===== config.mk =====
export PLATFORM = sky130hd
export DESIGN_NAME = lru_page_buffer_pool
export DESIGN_NICKNAME = d
export VERILOG_FILES = /design/src/hdl/lpb_pkg.sv /design/src/hdl/lpb_cell.sv /design/src/hdl/lru_page_buffer_pool.sv
export VERILOG_INCLUDE_DIRS = /design/src /design/src/hdl
export SDC_FILE = /design/constraint.sdc
export NUM_CORES = 2
export LEC_CHECK = 0
export BUFFER_PORTS_ARGS = -buffer_cell sky130_fd_sc_hd__buf_2
export CAP_MARGIN = 10
export CORE_MARGIN = 3
export CORE_UTILIZATION = 40
export DETAILED_ROUTE_END_ITERATION = 6
export GPL_ROUTABILITY_DRIVEN = 0
export PLACE_DENSITY = 0.52
export SYNTH_ARGS = -nofsm -noshare
export SYNTH_HDL_FRONTEND = slang
export SYNTH_SLANG_ARGS = --single-unit

===== constraint.sdc =====
create_clock -name clk_i -period 12.65 [get_ports clk_i]
set_input_delay 0.6325 -clock clk_i [delete_from_list [all_inputs] [get_ports clk_i]]
set_output_delay 0.6325 -clock clk_i [all_outputs]
set_load 0.02 [all_outputs]

===== src/hdl/lru_page_buffer_pool_assert.svh =====
// Assertion macros for the page buffer pool
`ifndef LRU_PAGE_BUFFER_POOL_ASSERT_SVH
`define LRU_PAGE_BUFFER_POOL_ASSERT_SVH
`ifndef SYNTHESIS
`define LPB_ASSERT(label, clk, rstn, prop, msg) \
  label: assert property (@(posedge clk) disable iff (!rstn) prop) else $error(msg);
`define LPB_ASSERT_RST(label, clk, prop, msg) \
  label: assert property (@(posedge clk) prop) else $error(msg);
`else
`define LPB_ASSERT(label, clk, rstn, prop, msg)
`define LPB_ASSERT_RST(label, clk, prop, msg)
`endif
`endif


===== src/hdl/lpb_pkg.sv =====
package lpb_pkg;
  localparam int unsigned Slots = 16;
  localparam int unsigned SlotW = 4;
  localparam int unsigned FileW = 8;
  localparam int unsigned PageW = 31;

  typedef enum logic [2:0] {
    CMD_READ = 3'd0, CMD_WRITE = 3'd1, CMD_FLUSH_PAGE = 3'd2,
    CMD_FLUSH_FILE = 3'd3, CMD_FLUSH_ALL = 3'd4
  } cmd_e;

  typedef enum logic [1:0] {
    ST_IDLE, ST_LOOKUP, ST_FLUSH, ST_EMIT
  } state_e;

  // Broadcast from the controller to every cell
  typedef struct packed {
    logic [FileW-1:0] file_id;
    logic [PageW-1:0] page_num;
    logic             touch;     // make selected slot most recent
    logic             free;      // free selected slot
    logic             fill;      // write key into selected slot
    logic             dirty_val; // dirty mark for fill
    logic             set_dirty; // hit on write
    logic [SlotW-1:0] sel;
  } cell_ctl_t;

  typedef struct packed {
    logic             valid;
    logic             dirty;
    logic             hit;      // key match
    logic             file_hit; // file match
    logic [SlotW-1:0] rank;
    logic [FileW-1:0] file_id;
    logic [PageW-1:0] page_num;
  } cell_sts_t;
endpackage


===== src/hdl/lpb_cell.sv =====
module lpb_cell (
  input  logic                   clk_i,
  input  logic                   rst_ni,
  input  logic [lpb_pkg::SlotW-1:0] idx_i,
  input  lpb_pkg::cell_ctl_t     ctl_i,
  input  logic                   sel_valid_i,
  input  logic [lpb_pkg::SlotW-1:0] sel_rank_i,
  output lpb_pkg::cell_sts_t     sts_o
);
  import lpb_pkg::*;

  logic             valid_q, valid_d, dirty_q, dirty_d;
  logic [SlotW-1:0] rank_q, rank_d;
  logic [FileW-1:0] file_q;
  logic [PageW-1:0] page_q;
  logic             me;

  assign me = (ctl_i.sel == idx_i);

  always_comb begin
    valid_d = valid_q;
    dirty_d = dirty_q;
    rank_d  = rank_q;
    if (ctl_i.touch) begin
      if (me) begin
        rank_d = '0;
      end else if (valid_q && (!sel_valid_i || rank_q < sel_rank_i)) begin
        rank_d = rank_q + 1'b1;
      end
      if (me) begin
        valid_d = 1'b1;
        if (ctl_i.fill) dirty_d = ctl_i.dirty_val;
        if (ctl_i.set_dirty) dirty_d = 1'b1;
      end
    end
    if (ctl_i.free) begin
      if (me) begin
        valid_d = 1'b0;
        dirty_d = 1'b0;
        rank_d  = '0;
      end else if (valid_q && rank_q > sel_rank_i) begin
        rank_d = rank_q - 1'b1;
      end
    end
  end

  always_ff @(posedge clk_i or negedge rst_ni) begin
    if (!rst_ni) begin
      valid_q <= 1'b0;
      dirty_q <= 1'b0;
      rank_q  <= '0;
    end else begin
      valid_q <= valid_d;
      dirty_q <= dirty_d;
      rank_q  <= rank_d;
    end
  end

  always_ff @(posedge clk_i) begin
    if (ctl_i.touch && ctl_i.fill && me) begin
      file_q <= ctl_i.file_id;
      page_q <= ctl_i.page_num;
    end
  end

  always_comb begin
    sts_o.valid    = valid_q;
    sts_o.dirty    = dirty_q;
    sts_o.rank     = rank_q;
    sts_o.file_id  = file_q;
    sts_o.page_num = page_q;
    sts_o.file_hit = valid_q && (file_q == ctl_i.file_id);
    sts_o.hit      = sts_o.file_hit && (page_q == ctl_i.page_num);
  end
endmodule


===== src/hdl/lru_page_buffer_pool.sv =====
// Tag manager for a 16-slot fully associative page pool. Each slot is a cell
// holding its key, dirty mark and recency rank; the controller broadcasts
// the key and all cells compare in parallel. A read or write access first
// registers the item, then, once the result output can take it, compares
// and picks (hit, free queue head or the least recent slot) and updates ranks;
// the next item is accepted in the cycle after that. A flush frees matching
// slots in ascending order (free the slot, then let ranks settle and look
// ahead for the last flag), waiting while the previous result item is held;
// an input is taken only when idle.
`include "lru_page_buffer_pool_assert.svh"
module lru_page_buffer_pool (
  input  logic        clk_i,
  input  logic        rst_ni,
  input  logic        s_axis_tvalid,
  output logic        s_axis_tready,
  input  logic [39:0] s_axis_tdata,  // file_id[7:0], page_num[38:8]
  input  logic [2:0]  s_axis_tuser,  // cmd
  output logic        m_axis_tvalid,
  input  logic        m_axis_tready,
  output logic [47:0] m_axis_tdata,  // slot[3:0], wb_file[11:4], wb_page[42:12]
  output logic [3:0]  m_axis_tuser,  // hit, fill_needed, writeback_needed, found
  output logic        m_axis_tlast   // last
);
  import lpb_pkg::*;

  state_e state_q, state_d;
  logic [2:0]       cmd_q;
  logic [FileW-1:0] fid_q;
  logic [PageW-1:0] pg_q;
  logic [SlotW-1:0] scan_q, scan_d;
  logic             any_q, any_d;
  logic [Slots-1:0][SlotW-1:0] fq_q;
  logic [SlotW-1:0] head_q, head_d;
  logic [SlotW:0]   cnt_q, cnt_d;
  logic             fq_push;
  logic [SlotW-1:0] fq_push_slot;

  cell_ctl_t ctl;
  cell_sts_t sts [Slots];
  logic [Slots-1:0] hit_v, match_v;

  logic        ov_q;
  logic [47:0] od_q, od_d;
  logic [3:0]  ou_q, ou_d;
  logic        ol_q, ol_d, o_load;
  logic        hit_any;
  logic [SlotW-1:0] hit_idx, lru_idx, nxt_idx;
  logic        nxt_any;

  for (genvar g = 0; g < Slots; g++) begin : g_cell
    lpb_cell u_cell (
      .clk_i, .rst_ni,
      .idx_i(SlotW'(g)),
      .ctl_i(ctl),
      .sel_valid_i(sts[ctl.sel].valid),
      .sel_rank_i(sts[ctl.sel].rank),
      .sts_o(sts[g])
    );
    assign hit_v[g] = sts[g].hit;
    assign match_v[g] = (SlotW'(g) >= scan_q) && sts[g].valid &&
      ((cmd_q == CMD_FLUSH_ALL) || (cmd_q == CMD_FLUSH_FILE && sts[g].file_hit) ||
       (cmd_q == CMD_FLUSH_PAGE && sts[g].hit));
  end

  always_comb begin
    hit_any = 1'b0; hit_idx = '0; lru_idx = '0; nxt_any = 1'b0; nxt_idx = '0;
    for (int i = 0; i < Slots; i++) begin
      if (hit_v[i]) begin hit_any = 1'b1; hit_idx = SlotW'(i); end
      if (sts[i].rank == SlotW'(Slots-1)) lru_idx = SlotW'(i);
    end
    for (int i = Slots-1; i >= 0; i--) begin
      if (match_v[i]) begin nxt_any = 1'b1; nxt_idx = SlotW'(i); end
    end
  end

  assign s_axis_tready = (state_q == ST_IDLE);
  assign m_axis_tvalid = ov_q;
  assign m_axis_tdata  = od_q;
  assign m_axis_tuser  = ou_q;
  assign m_axis_tlast  = ol_q;

  always_comb begin
    state_d = state_q; scan_d = scan_q; any_d = any_q;
    head_d = head_q; cnt_d = cnt_q; fq_push = 1'b0; fq_push_slot = nxt_idx;
    ctl = '0; ctl.file_id = fid_q; ctl.page_num = pg_q;
    o_load = 1'b0; od_d = '0; ou_d = '0; ol_d = 1'b0;
    case (state_q)
      ST_IDLE: begin
        if (s_axis_tvalid) begin
          if (s_axis_tuser <= CMD_WRITE) state_d = ST_LOOKUP;
          else if (s_axis_tuser <= CMD_FLUSH_ALL) state_d = ST_FLUSH;
          scan_d = '0; any_d = 1'b0;
        end
      end
      ST_LOOKUP: begin
        if (!ov_q || m_axis_tready) begin
          o_load = 1'b1; ol_d = 1'b1; ctl.touch = 1'b1;
          state_d = ST_IDLE;
          if (hit_any) begin
            ctl.sel = hit_idx; ctl.set_dirty = (cmd_q == CMD_WRITE);
            od_d[3:0] = hit_idx; ou_d[0] = 1'b1;
          end else begin
            ctl.fill = 1'b1; ctl.dirty_val = (cmd_q == CMD_WRITE); ou_d[1] = 1'b1;
            if (cnt_q != '0) begin
              ctl.sel = fq_q[head_q]; head_d = head_q + 1'b1; cnt_d = cnt_q - 1'b1;
            end else begin
              ctl.sel = lru_idx;
              if (sts[lru_idx].dirty) begin
                ou_d[2] = 1'b1;
                od_d[11:4] = sts[lru_idx].file_id;
                od_d[42:12] = sts[lru_idx].page_num;
              end
            end
            od_d[3:0] = ctl.sel;
          end
        end
      end
      ST_FLUSH: begin
        if (!ov_q || m_axis_tready) begin
          if (nxt_any) begin
            o_load = 1'b1; ctl.free = 1'b1; ctl.sel = nxt_idx;
            od_d[3:0] = nxt_idx; ou_d[3] = 1'b1;
            if (sts[nxt_idx].dirty) begin
              ou_d[2] = 1'b1;
              od_d[11:4] = sts[nxt_idx].file_id;
              od_d[42:12] = sts[nxt_idx].page_num;
            end
            fq_push = 1'b1; cnt_d = cnt_q + 1'b1; any_d = 1'b1;
            if (nxt_idx == SlotW'(Slots-1)) begin
              ol_d = 1'b1; state_d = ST_IDLE;
            end else begin
              scan_d = nxt_idx + 1'b1; state_d = ST_EMIT;
            end
          end else begin
            // no more matches: terminate run
            state_d = ST_IDLE;
            if (any_q) begin
              // previous item keeps the last flag set by the lookahead; no new item is loaded
              ol_d = 1'b1;
            end else begin
              o_load = 1'b1; ol_d = 1'b1;
            end
          end
        end
      end
      ST_EMIT: begin
        // let ranks settle, with lookahead for the last flag
        if (nxt_any) state_d = ST_FLUSH;
        else state_d = ST_IDLE;
      end
      default: state_d = ST_IDLE;
    endcase
  end

  always_ff @(posedge clk_i or negedge rst_ni) begin
    if (!rst_ni) begin
      state_q <= ST_IDLE; scan_q <= '0; any_q <= 1'b0;
      head_q <= '0; cnt_q <= (SlotW+1)'(Slots); ov_q <= 1'b0;
      for (int i = 0; i < Slots; i++) fq_q[i] <= SlotW'(i);
    end else begin
      state_q <= state_d; scan_q <= scan_d; any_q <= any_d;
      head_q <= head_d; cnt_q <= cnt_d;
      if (fq_push) fq_q[head_q + cnt_q[SlotW-1:0]] <= fq_push_slot;
      // hold a flush item that is not known to be last until the lookahead cycle
      if (o_load) ov_q <= ol_d;
      else if (state_q == ST_EMIT) ov_q <= 1'b1;
      else if (m_axis_tvalid && m_axis_tready) ov_q <= 1'b0;
    end
  end

  always_ff @(posedge clk_i) begin
    if (s_axis_tvalid && s_axis_tready) begin
      cmd_q <= s_axis_tuser;
      fid_q <= s_axis_tdata[7:0];
      pg_q  <= s_axis_tdata[38:8];
    end
    if (o_load) begin
      od_q <= od_d; ou_q <= ou_d; ol_q <= ol_d;
    end
    if (state_q == ST_EMIT) ol_q <= !nxt_any;
  end

  `LPB_ASSERT(a_out_hold, clk_i, rst_ni, ov_q && !m_axis_tready |=> ov_q, "item dropped")
  `LPB_ASSERT(a_cnt, clk_i, rst_ni, cnt_q <= (SlotW+1)'(Slots), "free count overflow")
  `LPB_ASSERT(a_rdy, clk_i, rst_ni, s_axis_tready |-> state_q == ST_IDLE, "ready busy")
endmodule

# Yosys cells after proc, flatten, opt, wreduce, memory -nomap -nowiden
# Cells that the tools add are included.
# totals
input_bits	47
rom_bits	0
reg_bits	891
memories	0
latch_bits	0
out_inout_bits	55
ram_bits	0
word_cells	915
# classes
n_mul	0
n_eq_ne	78
n_shift	0
bitwise	4
div	0
addsub	37
n_reduce_logical	214
n_mux	416
magnitude_cmp	56
# ops
operator	n
4-bit two-way mux	150
47-bit binary-select mux with 4-bit select	3
31-bit equality test	16
1-bit two-way mux	219
46-bit two-way mux	4
39-bit two-way mux	4
1-bit logical AND	148
43-bit two-way mux	3
8-bit equality test	16
4-bit equality test, second input constant	24
47-bit two-way mux	2
43-bit one-hot mux with 2 select lines	1
4-bit by 1-bit adder with 4-bit output, second input constant	18
64-bit bitwise mux	1
4-bit > comparator	16
4-bit less-than comparator	16
4-bit by 1-bit subtractor with 4-bit output, second input constant	16
1-bit logical OR	49
4-bit greater-or-equal comparator, first input constant	8
5-bit two-way mux	5
2-bit two-way mux	11
4-bit binary-select mux with 4-bit select	1
4-bit demux with 4-bit select	1
4-bit by 3-bit equality test with 1-bit output, second input constant	4
38 further kinds	69

# Longest topological paths before layout
# logic_depth
depth_word	38
ltp_mapped	32

# Hierarchy
# From an unflattened synthesis, not the netlist that was laid out.
# hier_totals
cells_unflattened	5403
hier_area_um2	54886.4
# modules_own_cells
mod	area_each_um2	seq_area_each_um2	instances	cells_each
lpb_cell (g_cell[0].u_cell ...)	2213.4	1321.3	14	161
lru_page_buffer_pool	19570.0	4770.8	1	2847
lpb_cell (g_cell[8].u_cell ...)	2164.6	1321.3	2	151

# Least setup slack after synthesis
# OpenSTA, ideal clock, no wires.
# synth_timing
path_kind	register -> register
startpoint	register pg_q[9]
endpoint	register g_cell[8].u_cell.file_q[0], enable pin
stages_incl_launch_ff	15
n_path_buf	3
arrival_time_ps	6141
slack_ps	6026
setup_time_ps	483
required_time_ps	12167
cell_sequence	edfxtp_1 > buf_2 > xor2_1 > or4_1 > or4_1 > nor3_2 > a21oi_1 > a211oi_1 > o211ai_1 > nand3_1 > a211oi_2 > or2_2 > clkbuf_1 > clkbuf_1 > nor3_1
# synth_between
elab_chain_cells	26
elab_cells_between_ends	153
cone_classes	eq/ne: 17; mux: 70; reduce/logical: 66
# synth_rtl
item	line	source
start: declaration	lru_page_buffer_pool.sv:29	logic [PageW-1:0] pg_q;
start signal: assignment	lru_page_buffer_pool.sv:175	pg_q <= s_axis_tdata[38:8];
31-bit equality test	lpb_cell.sv:73	sts_o.hit = sts_o.file_hit && (page_q == ctl_i.page_num);
1-bit logical AND	lpb_cell.sv:73	
1-bit logical AND	lru_page_buffer_pool.sv:62	(cmd_q == CMD_FLUSH_PAGE && sts[g].hit));
1-bit logical OR	lru_page_buffer_pool.sv:61	((cmd_q == CMD_FLUSH_ALL) || (cmd_q == CMD_FLUSH_FILE && sts[g].file_hit) ||
1-bit logical AND	lru_page_buffer_pool.sv:60	assign match_v[g] = (SlotW'(g) >= scan_q) && sts[g].valid &&
4-bit two-way mux or 1-bit two-way mux (tied branches) (16 in a row)	lru_page_buffer_pool.sv:72	if (match_v[i]) begin nxt_any = 1'b1; nxt_idx = SlotW'(i); end
4-bit two-way mux	lru_page_buffer_pool.sv:120	if (nxt_any) begin
4-bit two-way mux	lru_page_buffer_pool.sv:119	if (!ov_q || m_axis_tready) begin
4-bit one-hot mux with 2 select lines	lru_page_buffer_pool.sv:87	case (state_q)
4-bit equality test	lpb_cell.sv:18	assign me = (ctl_i.sel == idx_i);
1-bit logical AND *	lpb_cell.sv:60	if (ctl_i.touch && ctl_i.fill && me) begin
end signal: assignment	lpb_cell.sv:61	file_q <= ctl_i.file_id;
end: declaration	lpb_cell.sv:14	logic [FileW-1:0] file_q;
# Every way passes the cells marked *; elsewhere a longest branch is shown, timed or not.
# A chain may end at the register's enable or synchronous reset.

# Worst setup path in the final report
# layout_timing
startpoint	register pg_q[12]
endpoint	register g_cell[1].u_cell.rank_q[3]
# layout_between
elab_chain_cells	37
elab_cells_between_ends	168
cone_classes	order compare: 2; eq/ne: 17; mux: 80; bitwise: 1; reduce/logical: 68
# layout_rtl
item	line	source
31-bit equality test	lpb_cell.sv:73	
1-bit logical AND	lpb_cell.sv:73	
1-bit logical AND	lru_page_buffer_pool.sv:62	
1-bit logical OR	lru_page_buffer_pool.sv:61	
1-bit logical AND	lru_page_buffer_pool.sv:60	
4-bit two-way mux or 1-bit two-way mux (tied branches) (16 in a row)	lru_page_buffer_pool.sv:72	
4-bit two-way mux	lru_page_buffer_pool.sv:120	
4-bit two-way mux	lru_page_buffer_pool.sv:119	
[... 7 more ...]	-	
1-bit logical AND	lpb_cell.sv:27	end else if (valid_q && (!sel_valid_i || rank_q < sel_rank_i)) begin
4-bit two-way mux	lpb_cell.sv:27	
4-bit two-way mux	lpb_cell.sv:25	if (me) begin
4-bit two-way mux	lpb_cell.sv:24	if (ctl_i.touch) begin
4-bit two-way mux	lpb_cell.sv:41	end else if (valid_q && rank_q > sel_rank_i) begin
4-bit two-way mux	lpb_cell.sv:37	if (me) begin
4-bit two-way mux *	lpb_cell.sv:36	if (ctl_i.free) begin
via g_cell[1].u_cell.rank_d[3]	lpb_cell.sv:13	logic [SlotW-1:0] rank_q, rank_d;
end signal: assignment	lpb_cell.sv:55	rank_q <= rank_d;
end: declaration	lpb_cell.sv:13	
# The timed path passes the listed nets; every way through them passes the cells marked *. The select of a mux whose other input is x is not followed.

==> results by stage <==
Status:
- The flow ran to the end, and the final reports show no timing, DRC or antenna violations.

Critical path:
- Measured in cells, the most critical reg-to-reg path has a length of 25.
- The register-to-register setup slack is 3.93 ns.
- The worst setup path endpoint is g_cell[1].u_cell.rank_q[3]$_DFF_PN0_.
- The endpoint identified for the worst register-to-register timing path is g_cell[1].u_cell.rank_q[3]$_DFF_PN0_.
- The highest net fanout along the worst path is 33.
- The delay of the slowest critical-path stage is 0.88 ns.
- The category of the worst setup path launch point is a flop.
- The timing startpoint of the critical path is pg_q[12]$_DFFE_PP_.
- The startpoint of the worst-slack reg-to-reg timing path is pg_q[12]$_DFFE_PP_.
- The required time of the critical path is 13.29 ns.
- The type of the worst setup path is reg2reg.
- The worst endpoint data arrival time is 9.37 ns.
- The worst setup path is captured at a flop.
- The slowest stage of the critical path belongs to the cell sky130_fd_sc_hd__nor4_1.

Power and ir drop:
- For this design the static power due to leakage is 21.66 nW.
- The internal power of the cells totals 6.568 mW.
- The net switching fraction of the power is 39.20%.
- The share of total power dissipated in combinational logic is 37.1%.
- The switching power of the nets is 4.236 mW.
- The worst vdd rail ir drop is 0.1197 mV.
- Of the total power, registers draw 34.6%.
- The overall power consumption is 10.80 mW.
- Dividing total power by cell area gives a power density of 176.0 nW/um2.
- The clock network fraction of design power is 28.3%.

Place:
- After legalization and detailed placement, the total HPWL measured 150.8 mm.
- The number of I/O port buffers is 95.
- Summing all placed instances gives a cell area of 57960 um2.

Die:
- Once the floorplan was initialized, standard cells occupied 40.35% of the core.
- The full die area is 143500 um2.
- The die extent in y is 378.9 um.
- The floorplan has 136 rows.
- The width of the die is 378.9 um.
- The I/O pin count is 102.
- After floorplanning, the core was sized to cover 137800 um2.

Cells and area:
- In the layout the commonest cells are 714 x sky130_fd_sc_hd__edfxtp_1, 646 x sky130_fd_sc_hd__nand2_1, 576 x sky130_fd_sc_hd__xnor2_1.
- The area growth from synthesis to layout is 10.38%.
- The number of nets in the final layout is 5462.
- Of the cells placed in the final design, the portion with a size suffix greater than 1 is 12.85%.
- With fillers left out, the area of the finished cells amounts to 61390 um2.
- The most frequent standard cell in the layout excluding fill and tap cells is sky130_fd_sc_hd__edfxtp_1.

Global route:
- The first global-routing pass estimated 317.0 mm of wire.
- The overall routing resource usage is 30.78%.
- The number of antenna violations at the first check in global routing is 2.
- The remaining global-route overflow is 0.
- The largest net degree at the start of global routing is 181.
- The number of global-route vias before repair was 42727.

CTS:
- The tree built by TritonCTS fans out to 891 sinks.
- The number of H-tree levels is 3.
- Counting the buffers created by CTS gives 108.
- The clock transition time at the flip-flop clock pins of the worst setup and hold paths is 0.06 ns.
- The root buffer cell is sky130_fd_sc_hd__clkbuf_16.
- The CTS tree is yes.
- After clock tree synthesis, the repair step resized 0 gates.
- After clock tree synthesis, the setup repair step added 0 buffers.
- The source-to-sink clock delay at the later pin of the worst-skew pair is 0.77 ns.
- The number of hold buffers added after CTS was 2.
- No sink is reached through more buffers than the 3 on the longest clock path.

Min path:
- The class of the most critical hold timing path is in2reg.

Yosys:
- In this run, synthesis inferred 714 flip-flops with an integrated enable.
- The post-synthesis instance area is 55610 um2.
- The library cell with the largest summed area after synthesis is sky130_fd_sc_hd__edfxtp_1.
- The number of distinct library cells after synthesis is 97.
- In the synthesized netlist the dominant register cell turns out to be sky130_fd_sc_hd__edfxtp_1.
- The number of warnings issued by yosys is 0.
- By area the synthesized netlist is led by sky130_fd_sc_hd__edfxtp_1 39%, sky130_fd_sc_hd__xnor2_1 9.1%, sky130_fd_sc_hd__dfrtp_1 6.5%, sky130_fd_sc_hd__nand2_1 4.4%, sky130_fd_sc_hd__mux2_2 3.9%.
- The portion of the post-synthesis area used by sequential elements is 46.59%.
- After synthesis, the mean cell area works out to 10.38 um2.
- In the synthesized netlist, the number of instances is 5357.
- Of all flip-flops after synthesis, the portion carrying an async set or reset was 19.87%.
- The area share of the largest cell type after synthesis is 38.55%.
- The post-synthesis sequential element count is 891.

Drt:
- After detailed routing, the number of remaining DRC violations is 0.
- In this run the remaining antenna-violating nets after routing total 0.
- The routed metal-1 wirelength is 85.72 mm.
- The wire length reported by the detailed router is 224.8 mm.
- The post-detailed-route wirelength per cell is 31.27 um.
- The routed via count divided by cell count is 6.266.
- The number of iterations in the first detailed-routing pass is 7.
- The violation count after the first detailed-routing iteration is 4961.
- The highest signal layer in the routed design is met4.
- The detailed route wirelength on metal3 is 17.96 mm.
- The sum of met2 wire segment lengths after detailed routing is 100.6 mm.
- The total vias in the final route is 45043.

STA:
- Summed over all failing endpoints, the final setup total negative slack is 0 ns.
- Setup violations remaining at the end of the flow were counted as 0.
- The final number of max-transition violations is 0.
- The time the worst path needs with I/O delays and setup is 8.725 ns.
- The number of hold violations in the final report is 0.
- For this run, the top clock speed supported by timing is 114.6 MHz.
- The hold slack is 0.04102 ns.
- Clock skew on the completed layout was measured at 0.05876 ns.
- The transition at the pin with the smallest max-transition slack is 1.379 ns.
- Setup repair after global routing left no endpoint under its margin.
- The final cycle utilization of the critical path is 68.97%.
- The worst slew margin relative to its limit is 8.048%.

Job:
- The reported max-cap violation count is 0.
synth_stat cells, drive strengths merged, types with 58 or more instances:
| library cell | count |
|---|---|
| mux2i | 194 |
| dfrtp | 144 |
| buf | 118 |
| xor2 | 78 |
| clkbuf | 270 |
| xnor2 | 576 |
| mux2 | 194 |
| nand2 | 647 |
| o21ai | 222 |
| a21oi | 213 |
| o211ai | 175 |
| a31oi | 101 |
| ha | 108 |
| a311oi | 81 |
| nand4 | 205 |
| nand3 | 114 |
| nor3 | 70 |
| a211oi | 215 |
| inv | 87 |
| edfxtp | 714 |
| nor2 | 201 |
| nor4 | 58 |
| and2 | 168 |
routing by layer:
metal | vias up | GRT usage, %
met5 | - | 0
met4 | 0 | 23.29
met3 | 575 | 5.561
met2 | 2235 | 47.73
met1 | 22365 | 38.24
li1 | 19868 | -
critical path: cells and delay by family (launching register included):
kind            cells  cell delay, ns
simple gates        9            3.13
compound gates     12            3.39
flops               1            0.35
fa+ha+maj           1            0.39
xor+xnor            1            0.76
buf+inv             2            0.52
cells by family after synthesis:
| kind of cell | Yosys count | share of synthesized area, % |
|---|---|---|
| flip-flops | 891 | 46.59 |
| adder cells (fa/ha/maj) | 110 | 2.502 |
| buffers and inverters | 475 | 3.604 |
| AO/OA/AOI/OAI | 1198 | 14.53 |
| multiplexers | 409 | 8.277 |
| AND/OR/NAND/NOR | 1619 | 14.19 |
| XOR/XNOR | 654 | 10.30 |
| other | 1 | 0.006743 |
cell type report:
cell class                      instances  area, um2
Sequential cell                       891      25910
Clock inverter                         59      488.0
Antenna cell                            1      2.502
Multi-Input combinational cell       3995      27980
Timing Repair Buffer                  222       1518
Tap cell                             1794       2245
Fill cell                           13085      76440
Clock buffer                          140       2919
Inverter                               87      330.3
metrics by stage:
step                setup WS (ns)  utilization [%]  cells
CTS                         4.267            44.54   7188
detailed placement          4.313            42.05   6987
global placement            4.347            42.05   6987
global route                3.457            44.54   7188
floorplan                   6.026                -   5361
finish                      3.925            44.54   7189
power groups by stage:
stage / clock (mW) / sequential, mW / combinational (mW)
after floorplan: 0 / 3.85 / 2.51
after global placement: 0 / 3.79 / 3.92
after detailed placement: 0 / 3.79 / 3.96
after CTS: 3.11 / 3.74 / 3.97
after global routing: 3.23 / 3.77 / 4.29
final: 3.05 / 3.74 / 4.01
how the worst min path moves through the flow:
stage / endpoint / from / slack, ns / cells after the start
2_1_floorplan: any_q$_DFFE_PN0P_ / rst_ni / 0.34 / 0
3_3_place_gp: fq_q[22]$_DFFE_PN1P_ / fq_q[22]$_DFFE_PN1P_ / 0.45 / 2
3_5_place_dp: fq_q[22]$_DFFE_PN1P_ / fq_q[22]$_DFFE_PN1P_ / 0.46 / 2
4_1_cts: pg_q[21]$_DFFE_PP_ / s_axis_tdata[29] / 0.0006 / 1
5_1_grt: pg_q[5]$_DFFE_PP_ / s_axis_tdata[13] / 0.02 / 1
6_report: pg_q[3]$_DFFE_PP_ / s_axis_tdata[11] / 0.04 / 1
state kept, by name, summed over array words and instances, names as in the netlist:
register / flops
head_q: 4
g_cell.u_cell.page_q: 496
m_axis_tdata: 43
g_cell.u_cell.dirty_q: 16
m_axis_tvalid: 1
cnt_q: 5
fq_q: 64
m_axis_tlast: 1
g_cell.u_cell.valid_q: 16
m_axis_tuser: 4
any_q: 1
scan_q: 4
state_q: 2
g_cell.u_cell.file_q: 128
pg_q: 31
cmd_q: 3
fid_q: 8
g_cell.u_cell.rank_q: 64
No activity file was read; power rests on OpenSTA's default activity.
